## config.mk

```make
export PLATFORM = sky130hd
export DESIGN_NAME = interval_and_frame_rate_meter_top
export DESIGN_NICKNAME = d
export VERILOG_FILES = /design/src/sv/ifrm_pkg.sv /design/src/sv/ifrm_div.sv /design/src/sv/ifrm_core.sv /design/src/sv/interval_and_frame_rate_meter_top.sv
export SDC_FILE = /design/constraint.sdc
export NUM_CORES = 2
export LEC_CHECK = 0
export BUFFER_PORTS_ARGS = -buffer_cell sky130_fd_sc_hd__buf_2
export CAP_MARGIN = 30
export CORE_ASPECT_RATIO = 1.5
export CORE_MARGIN = 8
export CORE_UTILIZATION = 40
export CTS_CLUSTER_SIZE = 20
export DETAILED_ROUTE_END_ITERATION = 7
export PLACE_DENSITY_LB_ADDON = 0.08
export SYNTH_ARGS = -nofsm -noshare
export SYNTH_HDL_FRONTEND = slang
export SYNTH_SLANG_ARGS = --single-unit
```

## constraint.sdc

```tcl
create_clock -name clk -period 15.1 [get_ports clk]
set_input_delay 0.755 -clock clk [delete_from_list [all_inputs] [get_ports clk]]
set_output_delay 0.755 -clock clk [all_outputs]
set_load 0.02 [all_outputs]
```

## src/sv/ifrm_pkg.sv

```systemverilog
// Shared types and constants for the interval and frame rate meter.
// Beat structs, sequencer states, divider request/response and fixed-point constants.
// No dependencies.
package ifrm_pkg;

    localparam int TS_W       = 48;
    localparam int AVGI_W     = 56;
    localparam int RATE_W     = 24;
    localparam int DISP_W     = 20;
    localparam int TPS_W      = 32;
    localparam int OVH_W      = 16;
    localparam int CFG_IDX_W  = 8;
    localparam int CFG_DATA_W = 32;

    // serial divider sizes
    localparam int DVD_W = 61;
    localparam int DSR_W = 48;
    localparam int CNT_W = 6;
    localparam int ACC_W = DVD_W;

    // display math is done on 28-bit tenths*256 values
    localparam int DM_W = 28;

    localparam logic CMD_START = 1'b0;
    localparam logic CMD_STOP  = 1'b1;

    localparam logic [1:0] STAT_OK        = 2'd0;
    localparam logic [1:0] STAT_DUP_START = 2'd1;
    localparam logic [1:0] STAT_NO_START  = 2'd2;

    localparam logic [CFG_IDX_W-1:0] REG_TPS = 8'd0;
    localparam logic [CFG_IDX_W-1:0] REG_OVH = 8'd1;

    localparam logic [TPS_W-1:0] TPS_RESET = 32'd1000000;

    localparam logic [DSR_W-1:0] DIV_I_DSR = 48'd20;
    localparam logic [DSR_W-1:0] DIV_A_DSR = 48'd100;
    localparam logic [DSR_W-1:0] DIV_B_DSR = 48'd5;

    localparam logic [CNT_W-1:0] CNT_I = 6'd61;
    localparam logic [CNT_W-1:0] CNT_R = 6'd49;
    localparam logic [CNT_W-1:0] CNT_A = 6'd31;
    localparam logic [CNT_W-1:0] CNT_B = 6'd27;

    localparam logic [7:0]        AVGI_RND  = 8'd10;
    localparam logic [ACC_W-1:0]  AR_RND    = 61'd50;
    localparam logic [ACC_W-1:0]  AR5_RND   = 61'd2;
    localparam logic [RATE_W-1:0] RATE_MAX  = 24'hFFFFFF;
    localparam logic [RATE_W-1:0] RATE_20   = 24'd5120;
    localparam logic [DM_W-1:0]   DEV_LO    = 28'd1920;
    localparam logic [DM_W-1:0]   DEV_HI    = 28'd3200;
    localparam logic [DM_W-1:0]   DISP_RND  = 28'd128;

    typedef struct packed {
        logic            cmd;
        logic [TS_W-1:0] time_stamp;
        logic [TS_W-1:0] cycle_stamp;
    } in_item_t;

    typedef struct packed {
        logic [1:0]        status;
        logic [TS_W-1:0]   last_interval;
        logic [AVGI_W-1:0] average_interval;
        logic [TS_W-1:0]   net_cycles;
        logic              rate_valid;
        logic [RATE_W-1:0] raw_rate;
        logic [RATE_W-1:0] average_rate;
        logic [DISP_W-1:0] display_rate_tenths;
    } out_item_t;

    typedef struct packed {
        logic             start;
        logic [CNT_W-1:0] count;
        logic [DVD_W-1:0] dividend;
        logic [DSR_W-1:0] divisor;
    } div_req_t;

    typedef struct packed {
        logic             done;
        logic [DVD_W-1:0] quotient;
    } div_rsp_t;

    typedef struct packed {
        logic accept;
        logic out_free;
    } core_ctl_t;

    typedef struct packed {
        logic idle;
        logic load;
    } core_stat_t;

    typedef enum logic [5:0] {
        S_IDLE,
        S_CHECK,
        S_DIFF,
        S_NET,
        S_CMP_I,
        S_ACC_I1,
        S_ACC_I2,
        S_DIV_I,
        S_DIV_WAIT,
        S_SAVE_I,
        S_RATE,
        S_DIV_R,
        S_SAVE_R,
        S_AR0,
        S_AR1,
        S_AR2,
        S_AR3,
        S_AR4,
        S_DIV_A,
        S_SAVE_A,
        S_ABS_A,
        S_CMP_A,
        S_AR5,
        S_DIV_B,
        S_SAVE_B,
        S_DISP0,
        S_DISP1,
        S_DISP2,
        S_LAST,
        S_DONE
    } state_t;

endpackage

```

## src/sv/ifrm_div.sv

```systemverilog
// Radix-2 restoring divider: one quotient bit per cycle, dividend shifted in MSB first.
// Depends on ifrm_pkg (div_req_t, div_rsp_t, widths).
module ifrm_div (
    input  logic              clk,
    input  logic              rst_n,
    input  ifrm_pkg::div_req_t req,
    output ifrm_pkg::div_rsp_t rsp
);
    import ifrm_pkg::*;

    logic             busy_reg, busy_next;
    logic             done_reg, done_next;
    logic [CNT_W-1:0] cnt_reg, cnt_next;
    logic [DVD_W-1:0] dvd_reg, dvd_next;
    logic [DVD_W-1:0] quo_reg, quo_next;
    logic [DSR_W-1:0] rem_reg, rem_next;
    logic [DSR_W-1:0] dsr_reg, dsr_next;

    logic [DSR_W:0] trial;
    logic [DSR_W:0] trial_sub;
    logic           ge;

    assign trial     = {rem_reg, dvd_reg[DVD_W-1]};
    assign trial_sub = trial - {1'b0, dsr_reg};
    assign ge        = trial >= {1'b0, dsr_reg};

    always_comb
    begin
        busy_next = busy_reg;
        done_next = 1'b0;
        cnt_next  = cnt_reg;
        dvd_next  = dvd_reg;
        quo_next  = quo_reg;
        rem_next  = rem_reg;
        dsr_next  = dsr_reg;
        if (busy_reg)
        begin
            // remainder stays below the divisor, so it fits DSR_W bits
            rem_next = ge ? trial_sub[DSR_W-1:0] : trial[DSR_W-1:0];
            quo_next = {quo_reg[DVD_W-2:0], ge};
            dvd_next = {dvd_reg[DVD_W-2:0], 1'b0};
            cnt_next = cnt_reg - 1'b1;
            if (cnt_reg == CNT_W'(1))
            begin
                busy_next = 1'b0;
                done_next = 1'b1;
            end
        end
        else if (req.start)
        begin
            busy_next = 1'b1;
            cnt_next  = req.count;
            dvd_next  = req.dividend;
            dsr_next  = req.divisor;
            quo_next  = '0;
            rem_next  = '0;
        end
    end

    always_ff @(posedge clk or negedge rst_n)
    begin
        if (!rst_n)
        begin
            busy_reg <= 1'b0;
            done_reg <= 1'b0;
            cnt_reg  <= '0;
        end
        else
        begin
            busy_reg <= busy_next;
            done_reg <= done_next;
            cnt_reg  <= cnt_next;
        end
    end

    always_ff @(posedge clk)
    begin
        dvd_reg <= dvd_next;
        quo_reg <= quo_next;
        rem_reg <= rem_next;
        dsr_reg <= dsr_next;
    end

    assign rsp.done     = done_reg;
    assign rsp.quotient = quo_reg;

endmodule

```

## src/sv/ifrm_core.sv

```systemverilog
// Measurement sequencer: stamps, interval and rate averages, display hysteresis.
// Depends on ifrm_pkg; instantiates ifrm_div for all divisions.
module ifrm_core (
    input  logic                         clk,
    input  logic                         rst_n,
    input  ifrm_pkg::core_ctl_t           ctl,
    input  ifrm_pkg::in_item_t            item,
    input  logic [ifrm_pkg::TPS_W-1:0]   tps,
    input  logic [ifrm_pkg::OVH_W-1:0]   ovh,
    output ifrm_pkg::core_stat_t          stat,
    output ifrm_pkg::out_item_t           result
);
    import ifrm_pkg::*;

    state_t state_reg, state_next;
    state_t ret_reg, ret_next;

    logic              running_reg, running_next;
    logic              have_last_reg, have_last_next;
    logic              rate_ok_reg, rate_ok_next;
    logic [1:0]        status_reg, status_next;
    logic [TS_W-1:0]   start_time_reg, start_time_next;
    logic [TS_W-1:0]   start_cyc_reg, start_cyc_next;
    logic [TS_W-1:0]   last_stop_reg, last_stop_next;
    logic [TS_W-1:0]   interval_reg, interval_next;
    logic [AVGI_W-1:0] avg_int_reg, avg_int_next;
    logic [TS_W-1:0]   cycles_reg, cycles_next;
    logic [RATE_W-1:0] rate_reg, rate_next;
    logic [RATE_W-1:0] avg_rate_reg, avg_rate_next;
    logic [DISP_W-1:0] disp_reg, disp_next;

    in_item_t          item_reg, item_next;
    logic [TS_W-1:0]   cdiff_reg, cdiff_next;
    logic [TS_W-1:0]   gap_reg, gap_next;
    logic [AVGI_W-1:0] absd_reg, absd_next;
    logic [AVGI_W-1:0] max_reg, max_next;
    logic [ACC_W-1:0]  acc_reg, acc_next;
    logic [RATE_W-1:0] ar_reg, ar_next;
    logic [DM_W-1:0]   m10_reg, m10_next;
    logic [DM_W-1:0]   r10_reg, r10_next;
    logic [DM_W-1:0]   dev_reg, dev_next;
    logic [16:0]       arr_reg, arr_next;
    logic              le20_reg, le20_next;

    div_req_t div_req;
    div_rsp_t div_rsp;

    logic [AVGI_W-1:0] i8;
    logic [AVGI_W:0]   sub_ai;
    logic [AVGI_W-1:0] sub_ia;
    logic [TS_W:0]     net_diff;
    logic              big_i;
    logic [RATE_W:0]   sub_ar;
    logic [RATE_W-1:0] sub_ra;
    logic              big_a;
    logic [DM_W-1:0]   d256;
    logic [DM_W:0]     sub_dm;
    logic [DM_W-1:0]   sub_md;
    logic [ACC_W-1:0]  a_x18;
    logic [ACC_W-1:0]  r_x96;
    logic [RATE_W:0]   ar_plus;
    logic [DM_W-1:0]   r10_rnd;
    logic [DM_W-1:0]   m10_rnd;
    logic [20:0]       arr_x10;

    ifrm_div u_div (
        .clk   (clk),
        .rst_n (rst_n),
        .req   (div_req),
        .rsp   (div_rsp)
    );

    assign i8       = {interval_reg, 8'd0};
    assign sub_ai   = {1'b0, avg_int_reg} - {1'b0, i8};
    assign sub_ia   = i8 - avg_int_reg;
    assign net_diff = {1'b0, cdiff_reg} - (TS_W+1)'(ovh);
    assign big_i    = {absd_reg, 1'b0} > {1'b0, max_reg};
    assign sub_ar   = {1'b0, ar_reg} - {1'b0, rate_reg};
    assign sub_ra   = rate_reg - ar_reg;
    assign big_a    = {absd_reg[RATE_W-1:0], 2'b00} > {2'b00, max_reg[RATE_W-1:0]};
    assign d256     = {disp_reg, 8'd0};
    assign sub_dm   = {1'b0, d256} - {1'b0, m10_reg};
    assign sub_md   = m10_reg - d256;
    // 18*avg, then +avg later: 19*avg
    assign a_x18    = ACC_W'({avg_int_reg, 4'd0}) + ACC_W'({avg_int_reg, 1'b0});
    // 96*avg, then +2*avg and +avg: 99*avg
    assign r_x96    = ACC_W'({avg_rate_reg, 6'd0}) + ACC_W'({avg_rate_reg, 5'd0});
    assign ar_plus  = {1'b0, ar_reg} + (RATE_W+1)'(DISP_RND);
    assign r10_rnd  = r10_reg + DISP_RND;
    assign m10_rnd  = m10_reg + DISP_RND;
    assign arr_x10  = {1'b0, arr_reg, 3'd0} + {3'd0, arr_reg, 1'b0};

    always_comb
    begin
        state_next      = state_reg;
        ret_next        = ret_reg;
        running_next    = running_reg;
        have_last_next  = have_last_reg;
        rate_ok_next    = rate_ok_reg;
        status_next     = status_reg;
        start_time_next = start_time_reg;
        start_cyc_next  = start_cyc_reg;
        last_stop_next  = last_stop_reg;
        interval_next   = interval_reg;
        avg_int_next    = avg_int_reg;
        cycles_next     = cycles_reg;
        rate_next       = rate_reg;
        avg_rate_next   = avg_rate_reg;
        disp_next       = disp_reg;
        item_next       = item_reg;
        cdiff_next      = cdiff_reg;
        gap_next        = gap_reg;
        absd_next       = absd_reg;
        max_next        = max_reg;
        acc_next        = acc_reg;
        ar_next         = ar_reg;
        m10_next        = m10_reg;
        r10_next        = r10_reg;
        dev_next        = dev_reg;
        arr_next        = arr_reg;
        le20_next       = le20_reg;

        div_req.start    = 1'b0;
        div_req.count    = CNT_I;
        div_req.dividend = acc_reg;
        div_req.divisor  = DIV_I_DSR;

        stat.idle = (state_reg == S_IDLE);
        stat.load = 1'b0;

        case (state_reg)
            S_IDLE:
            begin
                if (ctl.accept)
                begin
                    item_next  = item;
                    state_next = S_CHECK;
                end
            end
            S_CHECK:
            begin
                status_next = STAT_OK;
                state_next  = S_DONE;
                if (item_reg.cmd == CMD_START)
                begin
                    if (running_reg)
                        status_next = STAT_DUP_START;
                    else
                    begin
                        running_next    = 1'b1;
                        start_time_next = item_reg.time_stamp;
                        start_cyc_next  = item_reg.cycle_stamp;
                    end
                end
                else if (!running_reg)
                    status_next = STAT_NO_START;
                else
                    state_next = S_DIFF;
            end
            S_DIFF:
            begin
                interval_next = item_reg.time_stamp - start_time_reg;
                cdiff_next    = item_reg.cycle_stamp - start_cyc_reg;
                gap_next      = item_reg.time_stamp - last_stop_reg;
                state_next    = S_NET;
            end
            S_NET:
            begin
                cycles_next = net_diff[TS_W] ? '0 : net_diff[TS_W-1:0];
                if (sub_ai[AVGI_W])
                begin
                    absd_next = sub_ia;
                    max_next  = i8;
                end
                else
                begin
                    absd_next = sub_ai[AVGI_W-1:0];
                    max_next  = avg_int_reg;
                end
                state_next = S_CMP_I;
            end
            S_CMP_I:
            begin
                acc_next = a_x18;
                if (big_i)
                begin
                    // jump of more than half: restart the average
                    avg_int_next = i8;
                    state_next   = S_RATE;
                end
                else
                    state_next = S_ACC_I1;
            end
            S_ACC_I1:
            begin
                acc_next   = acc_reg + ACC_W'(avg_int_reg);
                state_next = S_ACC_I2;
            end
            S_ACC_I2:
            begin
                // i8 has zero low byte, so the rounding term drops in there
                acc_next   = acc_reg + ACC_W'({interval_reg, AVGI_RND});
                state_next = S_DIV_I;
            end
            S_DIV_I:
            begin
                div_req.start    = 1'b1;
                div_req.count    = CNT_I;
                div_req.dividend = acc_reg;
                div_req.divisor  = DIV_I_DSR;
                ret_next         = S_SAVE_I;
                state_next       = S_DIV_WAIT;
            end
            S_DIV_WAIT:
            begin
                if (div_rsp.done)
                    state_next = ret_reg;
            end
            S_SAVE_I:
            begin
                avg_int_next = div_rsp.quotient[AVGI_W-1:0];
                state_next   = S_RATE;
            end
            S_RATE:
            begin
                if (!have_last_reg)
                    state_next = S_LAST;
                else if (gap_reg == '0)
                begin
                    rate_next  = RATE_MAX;
                    state_next = S_AR0;
                end
                else
                begin
                    acc_next   = ACC_W'({tps, 8'd0}) + ACC_W'(gap_reg[TS_W-1:1]);
                    state_next = S_DIV_R;
                end
            end
            S_DIV_R:
            begin
                div_req.start    = 1'b1;
                div_req.count    = CNT_R;
                div_req.dividend = {acc_reg[48:0], 12'd0};
                div_req.divisor  = gap_reg;
                ret_next         = S_SAVE_R;
                state_next       = S_DIV_WAIT;
            end
            S_SAVE_R:
            begin
                if (|div_rsp.quotient[DVD_W-1:RATE_W])
                    rate_next = RATE_MAX;
                else
                    rate_next = div_rsp.quotient[RATE_W-1:0];
                state_next = S_AR0;
            end
            S_AR0:
            begin
                acc_next   = r_x96;
                state_next = S_AR1;
            end
            S_AR1:
            begin
                acc_next   = acc_reg + ACC_W'({avg_rate_reg, 1'b0});
                state_next = S_AR2;
            end
            S_AR2:
            begin
                acc_next   = acc_reg + ACC_W'(avg_rate_reg);
                state_next = S_AR3;
            end
            S_AR3:
            begin
                acc_next   = acc_reg + ACC_W'(rate_reg);
                state_next = S_AR4;
            end
            S_AR4:
            begin
                acc_next   = acc_reg + AR_RND;
                state_next = S_DIV_A;
            end
            S_DIV_A:
            begin
                div_req.start    = 1'b1;
                div_req.count    = CNT_A;
                div_req.dividend = {acc_reg[30:0], 30'd0};
                div_req.divisor  = DIV_A_DSR;
                ret_next         = S_SAVE_A;
                state_next       = S_DIV_WAIT;
            end
            S_SAVE_A:
            begin
                ar_next    = div_rsp.quotient[RATE_W-1:0];
                state_next = S_ABS_A;
            end
            S_ABS_A:
            begin
                if (sub_ar[RATE_W])
                begin
                    absd_next = AVGI_W'(sub_ra);
                    max_next  = AVGI_W'(rate_reg);
                end
                else
                begin
                    absd_next = AVGI_W'(sub_ar[RATE_W-1:0]);
                    max_next  = AVGI_W'(ar_reg);
                end
                state_next = S_CMP_A;
            end
            S_CMP_A:
            begin
                acc_next = ACC_W'({ar_reg, 2'b00}) + ACC_W'(rate_reg);
                // off by a quarter: second, faster blend on top of the slow one
                if (big_a)
                    state_next = S_AR5;
                else
                    state_next = S_DISP0;
            end
            S_AR5:
            begin
                acc_next   = acc_reg + AR5_RND;
                state_next = S_DIV_B;
            end
            S_DIV_B:
            begin
                div_req.start    = 1'b1;
                div_req.count    = CNT_B;
                div_req.dividend = {acc_reg[26:0], 34'd0};
                div_req.divisor  = DIV_B_DSR;
                ret_next         = S_SAVE_B;
                state_next       = S_DIV_WAIT;
            end
            S_SAVE_B:
            begin
                ar_next    = div_rsp.quotient[RATE_W-1:0];
                state_next = S_DISP0;
            end
            S_DISP0:
            begin
                avg_rate_next = ar_reg;
                m10_next      = DM_W'({ar_reg, 3'd0}) + DM_W'({ar_reg, 1'b0});
                r10_next      = DM_W'({rate_reg, 3'd0}) + DM_W'({rate_reg, 1'b0});
                state_next    = S_DISP1;
            end
            S_DISP1:
            begin
                // deviation of display from average, in 1/2560 units
                dev_next   = sub_dm[DM_W] ? sub_md : sub_dm[DM_W-1:0];
                arr_next   = ar_plus[RATE_W:8];
                le20_next  = (ar_reg <= RATE_20);
                state_next = S_DISP2;
            end
            S_DISP2:
            begin
                if (disp_reg == '0)
                    disp_next = r10_rnd[DM_W-1:8];
                else if (le20_reg)
                begin
                    if (dev_reg > DEV_LO)
                        disp_next = m10_rnd[DM_W-1:8];
                end
                else if (dev_reg > DEV_HI)
                    disp_next = arr_x10[DISP_W-1:0];
                rate_ok_next = 1'b1;
                state_next   = S_LAST;
            end
            S_LAST:
            begin
                last_stop_next = item_reg.time_stamp;
                have_last_next = 1'b1;
                running_next   = 1'b0;
                state_next     = S_DONE;
            end
            S_DONE:
            begin
                if (ctl.out_free)
                begin
                    stat.load  = 1'b1;
                    state_next = S_IDLE;
                end
            end
            default:
            begin
                state_next = S_IDLE;
            end
        endcase
    end

    always_ff @(posedge clk or negedge rst_n)
    begin
        if (!rst_n)
        begin
            state_reg      <= S_IDLE;
            ret_reg        <= S_IDLE;
            running_reg    <= 1'b0;
            have_last_reg  <= 1'b0;
            rate_ok_reg    <= 1'b0;
            status_reg     <= STAT_OK;
            start_time_reg <= '0;
            start_cyc_reg  <= '0;
            last_stop_reg  <= '0;
            interval_reg   <= '0;
            avg_int_reg    <= '0;
            cycles_reg     <= '0;
            rate_reg       <= '0;
            avg_rate_reg   <= '0;
            disp_reg       <= '0;
        end
        else
        begin
            state_reg      <= state_next;
            ret_reg        <= ret_next;
            running_reg    <= running_next;
            have_last_reg  <= have_last_next;
            rate_ok_reg    <= rate_ok_next;
            status_reg     <= status_next;
            start_time_reg <= start_time_next;
            start_cyc_reg  <= start_cyc_next;
            last_stop_reg  <= last_stop_next;
            interval_reg   <= interval_next;
            avg_int_reg    <= avg_int_next;
            cycles_reg     <= cycles_next;
            rate_reg       <= rate_next;
            avg_rate_reg   <= avg_rate_next;
            disp_reg       <= disp_next;
        end
    end

    always_ff @(posedge clk)
    begin
        item_reg  <= item_next;
        cdiff_reg <= cdiff_next;
        gap_reg   <= gap_next;
        absd_reg  <= absd_next;
        max_reg   <= max_next;
        acc_reg   <= acc_next;
        ar_reg    <= ar_next;
        m10_reg   <= m10_next;
        r10_reg   <= r10_next;
        dev_reg   <= dev_next;
        arr_reg   <= arr_next;
        le20_reg  <= le20_next;
    end

    assign result.status              = status_reg;
    assign result.last_interval       = interval_reg;
    assign result.average_interval    = avg_int_reg;
    assign result.net_cycles          = cycles_reg;
    assign result.rate_valid          = rate_ok_reg;
    assign result.raw_rate            = rate_reg;
    assign result.average_rate        = avg_rate_reg;
    assign result.display_rate_tenths = disp_reg;

endmodule

```

## src/sv/interval_and_frame_rate_meter_top.sv

```systemverilog
// Top level of the interval and frame rate meter: ports, config registers, output register.
// Depends on ifrm_pkg; instantiates ifrm_core.
//
//  channel  direction  handshake            payload
//  in       input      in_valid / in_stall  in_data (in_item_t)
//  out      output     out_valid / out_stall out_data (out_item_t)
//  cfg      input      cfg_valid / cfg_ready cfg_index, cfg_data
//
// Start and error beats go from the check state to the done state, which loads the output
// register; stop beats first run up to four divides of 61, 49, 31 and 27 bits, one bit per cycle.
// One beat is in work at a time; in_stall is high until the result enters the output register,
// so the next beat can be taken in the cycle after that.
// The output register holds one result while the next beat is accepted and worked on.
// rst_n clears all measurement state and sets ticks_per_second to 1000000.
module interval_and_frame_rate_meter_top (
    input  logic                              clk,
    input  logic                              rst_n,
    input  logic                              in_valid,
    output logic                              in_stall,
    input  ifrm_pkg::in_item_t                in_data,
    output logic                              out_valid,
    input  logic                              out_stall,
    output ifrm_pkg::out_item_t               out_data,
    input  logic                              cfg_valid,
    output logic                              cfg_ready,
    input  logic [ifrm_pkg::CFG_IDX_W-1:0]    cfg_index,
    input  logic [ifrm_pkg::CFG_DATA_W-1:0]   cfg_data
);
    import ifrm_pkg::*;

    logic [TPS_W-1:0] tps_reg, tps_next;
    logic [OVH_W-1:0] ovh_reg, ovh_next;
    logic             out_valid_reg, out_valid_next;
    out_item_t        out_data_reg, out_data_next;

    core_ctl_t  ctl;
    core_stat_t stat;
    out_item_t  result;

    ifrm_core u_core (
        .clk    (clk),
        .rst_n  (rst_n),
        .ctl    (ctl),
        .item   (in_data),
        .tps    (tps_reg),
        .ovh    (ovh_reg),
        .stat   (stat),
        .result (result)
    );

    assign in_stall     = !stat.idle;
    assign cfg_ready    = 1'b1;
    assign ctl.accept   = in_valid && stat.idle;
    assign ctl.out_free = !out_valid_reg || !out_stall;

    always_comb
    begin
        tps_next = tps_reg;
        ovh_next = ovh_reg;
        if (cfg_valid && cfg_ready)
        begin
            case (cfg_index)
                REG_TPS: tps_next = cfg_data[TPS_W-1:0];
                REG_OVH: ovh_next = cfg_data[OVH_W-1:0];
                default: ;
            endcase
        end

        out_valid_next = out_valid_reg;
        out_data_next  = out_data_reg;
        if (stat.load)
        begin
            out_valid_next = 1'b1;
            out_data_next  = result;
        end
        else if (!out_stall)
            out_valid_next = 1'b0;
    end

    always_ff @(posedge clk or negedge rst_n)
    begin
        if (!rst_n)
        begin
            tps_reg       <= TPS_RESET;
            ovh_reg       <= '0;
            out_valid_reg <= 1'b0;
        end
        else
        begin
            tps_reg       <= tps_next;
            ovh_reg       <= ovh_next;
            out_valid_reg <= out_valid_next;
        end
    end

    always_ff @(posedge clk)
    begin
        out_data_reg <= out_data_next;
    end

    assign out_valid = out_valid_reg;
    assign out_data  = out_data_reg;

endmodule
```

# After elaboration in Yosys (flattened, before gate mapping)
# Cells that the tools add are included.
# classes
mux	56
magnitude_cmp	6
bitwise	3
add_sub_neg	29
n_reduce_logical	31
n_eq_ne	41
# op_table
cell	n
$pmux W61 S11	1
$pmux W116 S4	1
$mux W61	6
$pmux W56 S2	3
$mux W48	4
$sub A48 B48 Y48	4
$mux W56	3
$pmux W6 S27	1
$add A61 B24 Y61	2
$add A61 B56 Y61	2
$mux W24	5
$eq A6 B5 Y1 const B	14
$mux W20	4
$add A60 B57 Y61	1
$add A61 B2 Y61 const B	1
$add A61 B25 Y61	1
$add A61 B6 Y61 const B	1
$gt A57 B56 Y1	1
$sub A56 B56 Y57	1
$add A27 B25 Y28	2
$add A28 B8 Y28 const B	2
$sub A56 B56 Y56	1
$ge A49 B48 Y1	1
$sub A48 B16 Y49	1
49 further kinds	103
# word_totals
reg_bits	1371
inputBits	142
elab_cells	214
output_inout_bits	226

# Depth between registers and ports, before layout
# depth
ltp_word	5
depth_mapped	21
ltp_nobuf	19

# Hierarchy
# From an unflattened synthesis, not the netlist that was laid out.
# unflattened
hier_cells	9689
hier_area_um2	92119.6
# by_module_without_submodules
mod	seq_area_each_um2	area_per_inst_um2	cells_per_inst	n_inst
ifrm_core	23988.0	71931.5	8381	1
ifrm_div	6736.5	11568.6	972	1
interval_and_frame_rate_meter_top	7931.4	8619.5	336	1

# Worst setup path after synthesis
# OpenSTA, ideal clock, no wires.
# synth_path
path_kind	reg2reg
start	register u_core.state_reg[3]
end	register out_data_reg, in the netlist out_data[0] (enable)
period_less_slack_ps	13009
arrival_time_ps	12129
path_stages_with_launch	6
setup_ps	880
path_slack_ps	2091
required_ps	14220
n_path_buf	2
cell_sequence	dfrtp_1 > clkbuf_1 > buf_1 > nand3_1 > or3_1 > a21oi_1
# synth_between
elab_chain_cells	2
# synth_rtl
item	line_no	text
start: declaration	ifrm_core.sv:15	state_t state_reg, state_next;
start signal: assignment	ifrm_core.sv:410	state_reg <= state_next;
$eq A6 B5 Y1	ifrm_core.sv:131	case (state_reg)
$mux W1	ifrm_core.sv:131	
end signal: assignment	interval_and_frame_rate_meter_top.sv:98	out_data_reg <= out_data_next;
end: declaration	interval_and_frame_rate_meter_top.sv:34	out_item_t out_data_reg, out_data_next;
# Every way passes these cells.
# A chain may end at the register's enable or synchronous reset.

# Final worst setup path
# layout_path
start	register u_core.state_reg[0]
end	register u_core.acc_reg[49], data pin
# layout_between
elab_chain_cells	2
elab_cells_between_ends	12
classes_between	11 x eq/ne; 1 x mux
# layout_rtl
item	line_no	text
$eq A6 B5 Y1, or another cell as far along	ifrm_core.sv:131	
$pmux W61 S11 (*)	ifrm_core.sv:131	
via u_core.acc_next[49]	ifrm_core.sv:37	logic [ACC_W-1:0] acc_reg, acc_next;
end signal: assignment	ifrm_core.sv:435	acc_reg <= acc_next;
end: declaration	ifrm_core.sv:37	
# Mark *: on every way through the listed nets, which the timed path passes. The rest lies on a longest branch.

==> reports/summary.txt <==
Status - finished, final reports clean
Fin cells - 13,000
Arrival time worst endpoint - 7.50 ns
Post-Synth Adder-Cell Area - 11.0%
Via density - 5.85
Initial DRC Count - 5,589
Required time worst endpoint - 15.67 ns
Synth area leaders - edfxtp_1, dfrtp_1, ha_1
Cell family with the largest share of critical-path delay - compound AO/OA/AOI/OAI gates
CTS clk-pin slew, worst paths - 0.07 ns
Routed WL - 352,000 µm
Crit-path max FO - 78
Max H-tree Level - 4
Asr flop ratio synth - 32.1%
Post-synth top area share - 30.3%
Tcrit/Tclk final - 45.8%
Slew at the pin closest to its max-slew limit - 1.17 ns
Worst setup SP type - flip-flop
Gpl congestion - 0.985
# port buffers - 366
MaxCap Viol Count - 0
Grt total ovfl - 0
Row count - 215
Synthesized Nets - 10,400
Yosys reg bits - 1,360
Post-synthesis compound-gate area fraction - 20.3%
Die width - 406 µm
Max reg flops - 223
Setup Skew - 0.0496 ns
Initial antenna violation count - 49
Largest net degree at the start of global routing - 97
CP max stage cell - a2111oi_1
Layout cells sized above 1 - 10.1%
Setup Total Neg Slack - 0 ns
Post-synth EDFFs - 923
Post-synthesis cell area - 0.0914 mm²
NumNets Final - 10,700
Mux contribution to synthesized area - 2.88%
Wire per inst - 27.2 µm
Worst path max stage delay - 0.88 ns
Setup crit end - u_core.acc_reg[49]
Routed met3 length - 19,400 µm
Critical path type - reg2reg
Crit. path cell count - 18
R2R Setup Slk - 8.18 ns
Ys Warns - 0
LEAKAGE - 42.6 nW
CTS tree - built
Syn Inst Count - 9,467
Combinational family with the most area after synthesis - compound AO/OA/AOI/OAI gates
Crit path cell chain - nand2_1, nor3_2, buf_4, nor2_1, nand2_1, nand2_1, ha_1, a21oi_1, o21ai_0, a2111oi_0, a21oi_1, a2111oi_1, nor3_1, o21ai_0, a31oi_1, or3_1, and3_1, a221o_1
Upper clock frequency limit - 144 MHz
Drt first pass iters - 8
Total CTS buffers - 159
Simple-Gate Fraction of Synth Area - 13.4%
Xor/xnor share of the synthesized area - 5.90%
Drt drc - 0
M1 WL - 138,000 µm
Worst path bufs/invs - 1
Worst setup EP type - flip-flop
CP Launch Point - u_core.state_reg[0]
P_sw - 1.76 mW
Synth Flop Type - edfxtp_1
Die area - 0.244 mm²
Placed Cells - 12,600
Worst skew pair latency - 0.85 ns
Hold WC Path Type - in2reg
Reg2reg path depth - 18
First-pass GRT wire length - 511,000 µm
RSZ-0062 raised after global routing - no
Via count - 75,800
Clock Tree Root - clkbuf_16
Core Area - 0.228 mm²
Post-DP HPWL - 275,000 µm
Clk network pwr share - 49.9%
Mapped Avg Cell Area - 9.65 µm²
I/O pin total - 368
Slew HR - 20.7%
P_int - 6.37 mW
Pwr Density - 79.3 mW/mm²
Worst r2r src - u_core.state_reg[0]
Final hold violations - 0
Switching Share - 21.7%
Fin. max-slew vios - 0
Post-route ant nets - 0
Final Setup Violations - 0
CTS Sinks - 1,360
Total GRT Usage - 27.8%
Overall die height - 601 µm
Critical Path Most Common Cell - nand2_1
Wire length on met2 - 174,000 µm
Unique masters post-synth - 104
Critical R2R Capture - u_core.acc_reg[49]
Vias in the first global route - 75,900
Max layer used - met5
Worst-case clock buffer depth - 4
Combinational Power Share - 1.4%
Seq/Total Area, Yosys - 42.3%
Sequential share of power - 48.7%
Leading area contributor after synthesis - edfxtp_1
Fill cells - 22,000
Area growth from synthesis to layout - 12.1%
Final critical-path required period - 6.92 ns
Starting Density - 40.1%
Peak VDD IR - 0.0951 mV
per-stage QoR:
stage | utilization, % | area [µm²] | total power, mW | setup WS (ns) | hold WS [ns]
after floorplan | - | 91400 | 4.08 | 2.09 | 0.419
after global placement | 42.5 | 96900 | 4.15 | 8.13 | 0.431
after detailed placement | 42.6 | 97000 | 4.15 | 8.22 | 0.432
after CTS | 44.9 | 102000 | 8.23 | 8.21 | 0.0241
after global routing | 44.9 | 102000 | 8.35 | 7.53 | 0.0503
final | 45.0 | 102000 | 8.13 | 8.18 | 0.0785
area by class of cell:
cell class	count	area, µm²	share of cell area [%]
timing repair buffer	529	3150	3.07
clock inverter	95	1080	1.06
tap	3038	3800	3.71
multi-input combinational	7105	49200	48.0
antenna	26	65.1	0.0635
inverter	610	2290	2.24
sequential	1360	38700	37.7
clock buffer	189	4240	4.13
what timing repair did:
action | in CTS | in global routing
resized for setup | 0 | 0
hold buffers | 1 | 0
setup buffers | 0 | 0
hold endpoints to repair | 57 | 0
layer usage:
metal / vias up / GRT usage (%)
met2: 2488 / 49.1
met1: 37200 / 32.8
met5: - / 0
met4: 40 / 12.8
li1: 35300 / -
met3: 707 / 4.41
worst register-to-register path: stages (launching register included):
cell and delay, ns:
dfrtp_1 0.87, nand2_1 0.44, nor3_2 0.25, buf_4 0.65, nor2_1 0.30, nand2_1 0.14, nand2_1 0.07, ha_1 0.36
a21oi_1 0.18, o21ai_0 0.14, a2111oi_0 0.36, a21oi_1 0.32, a2111oi_1 0.88, nor3_1 0.26, o21ai_0 0.49, a31oi_1 0.21
or3_1 0.33, and3_1 0.19, a221o_1 0.25
Yosys cell counts, drive strengths merged (70+ instances only):
library cell and count:
a211oi 86, a21o 385, a21oi 779, a22oi 76
a31oi 106, and2 167, clkbuf 332, dfrtp 429
edfxtp 923, ha 779, inv 610, mux2 82
mux2i 171, nand2 834, nand2b 105, nand3 174
nand4 116, nor2 564, nor2b 107, nor3 193
o21a 103, o21ai 693, o21bai 86, o31ai 70
xnor2 370, xor2 246
cells in the final DEF, fill, tap and decap left out, types with 367 or more instances in the layout:
master / instances
xnor2_1: 370
ha_1: 779
dfrtp_1: 427
a21o_1: 385
a21oi_1: 774
buf_2: 367
nor2_1: 555
o21ai_0: 674
edfxtp_1: 923
nand2_1: 831
inv_1: 608
power groups by stage:
stage          clock network, mW  registers [mW]  logic (mW)
3_5_place_dp                   0            4.04       0.113
3_3_place_gp                   0            4.04       0.112
4_1_cts                     4.15            3.96       0.113
5_1_grt                     4.27            3.96       0.125
6_report                    4.06            3.96       0.113
2_1_floorplan                  0            4.04      0.0416
cells by family after synthesis:
family	count (synthesis)
and+or+nand+nor	2547
DFF	1360
AOI/OAI and AO/OA	2892
buffers and inverters	1002
muxes	253
other	1
xor gates and xnor gates	616
adders and majority gates	796
how the worst min path moves through the flow:
stage | depth (start not counted) | slack, ns | startpoint | endpoint
floorplan | 0 | 0.42 | u_core.rate_ok_reg | out_data[68]
global placement | 0 | 0.43 | u_core.cycles_reg[27] | out_data[96]
detailed placement | 0 | 0.43 | u_core.cycles_reg[36] | out_data[105]
CTS | 1 | 0.02 | in_data[25] | u_core.item_reg[25]
global route | 1 | 0.05 | in_data[25] | u_core.item_reg[25]
finish | 1 | 0.08 | in_data[13] | u_core.item_reg[13]
(Power assumes the default switching activity.)
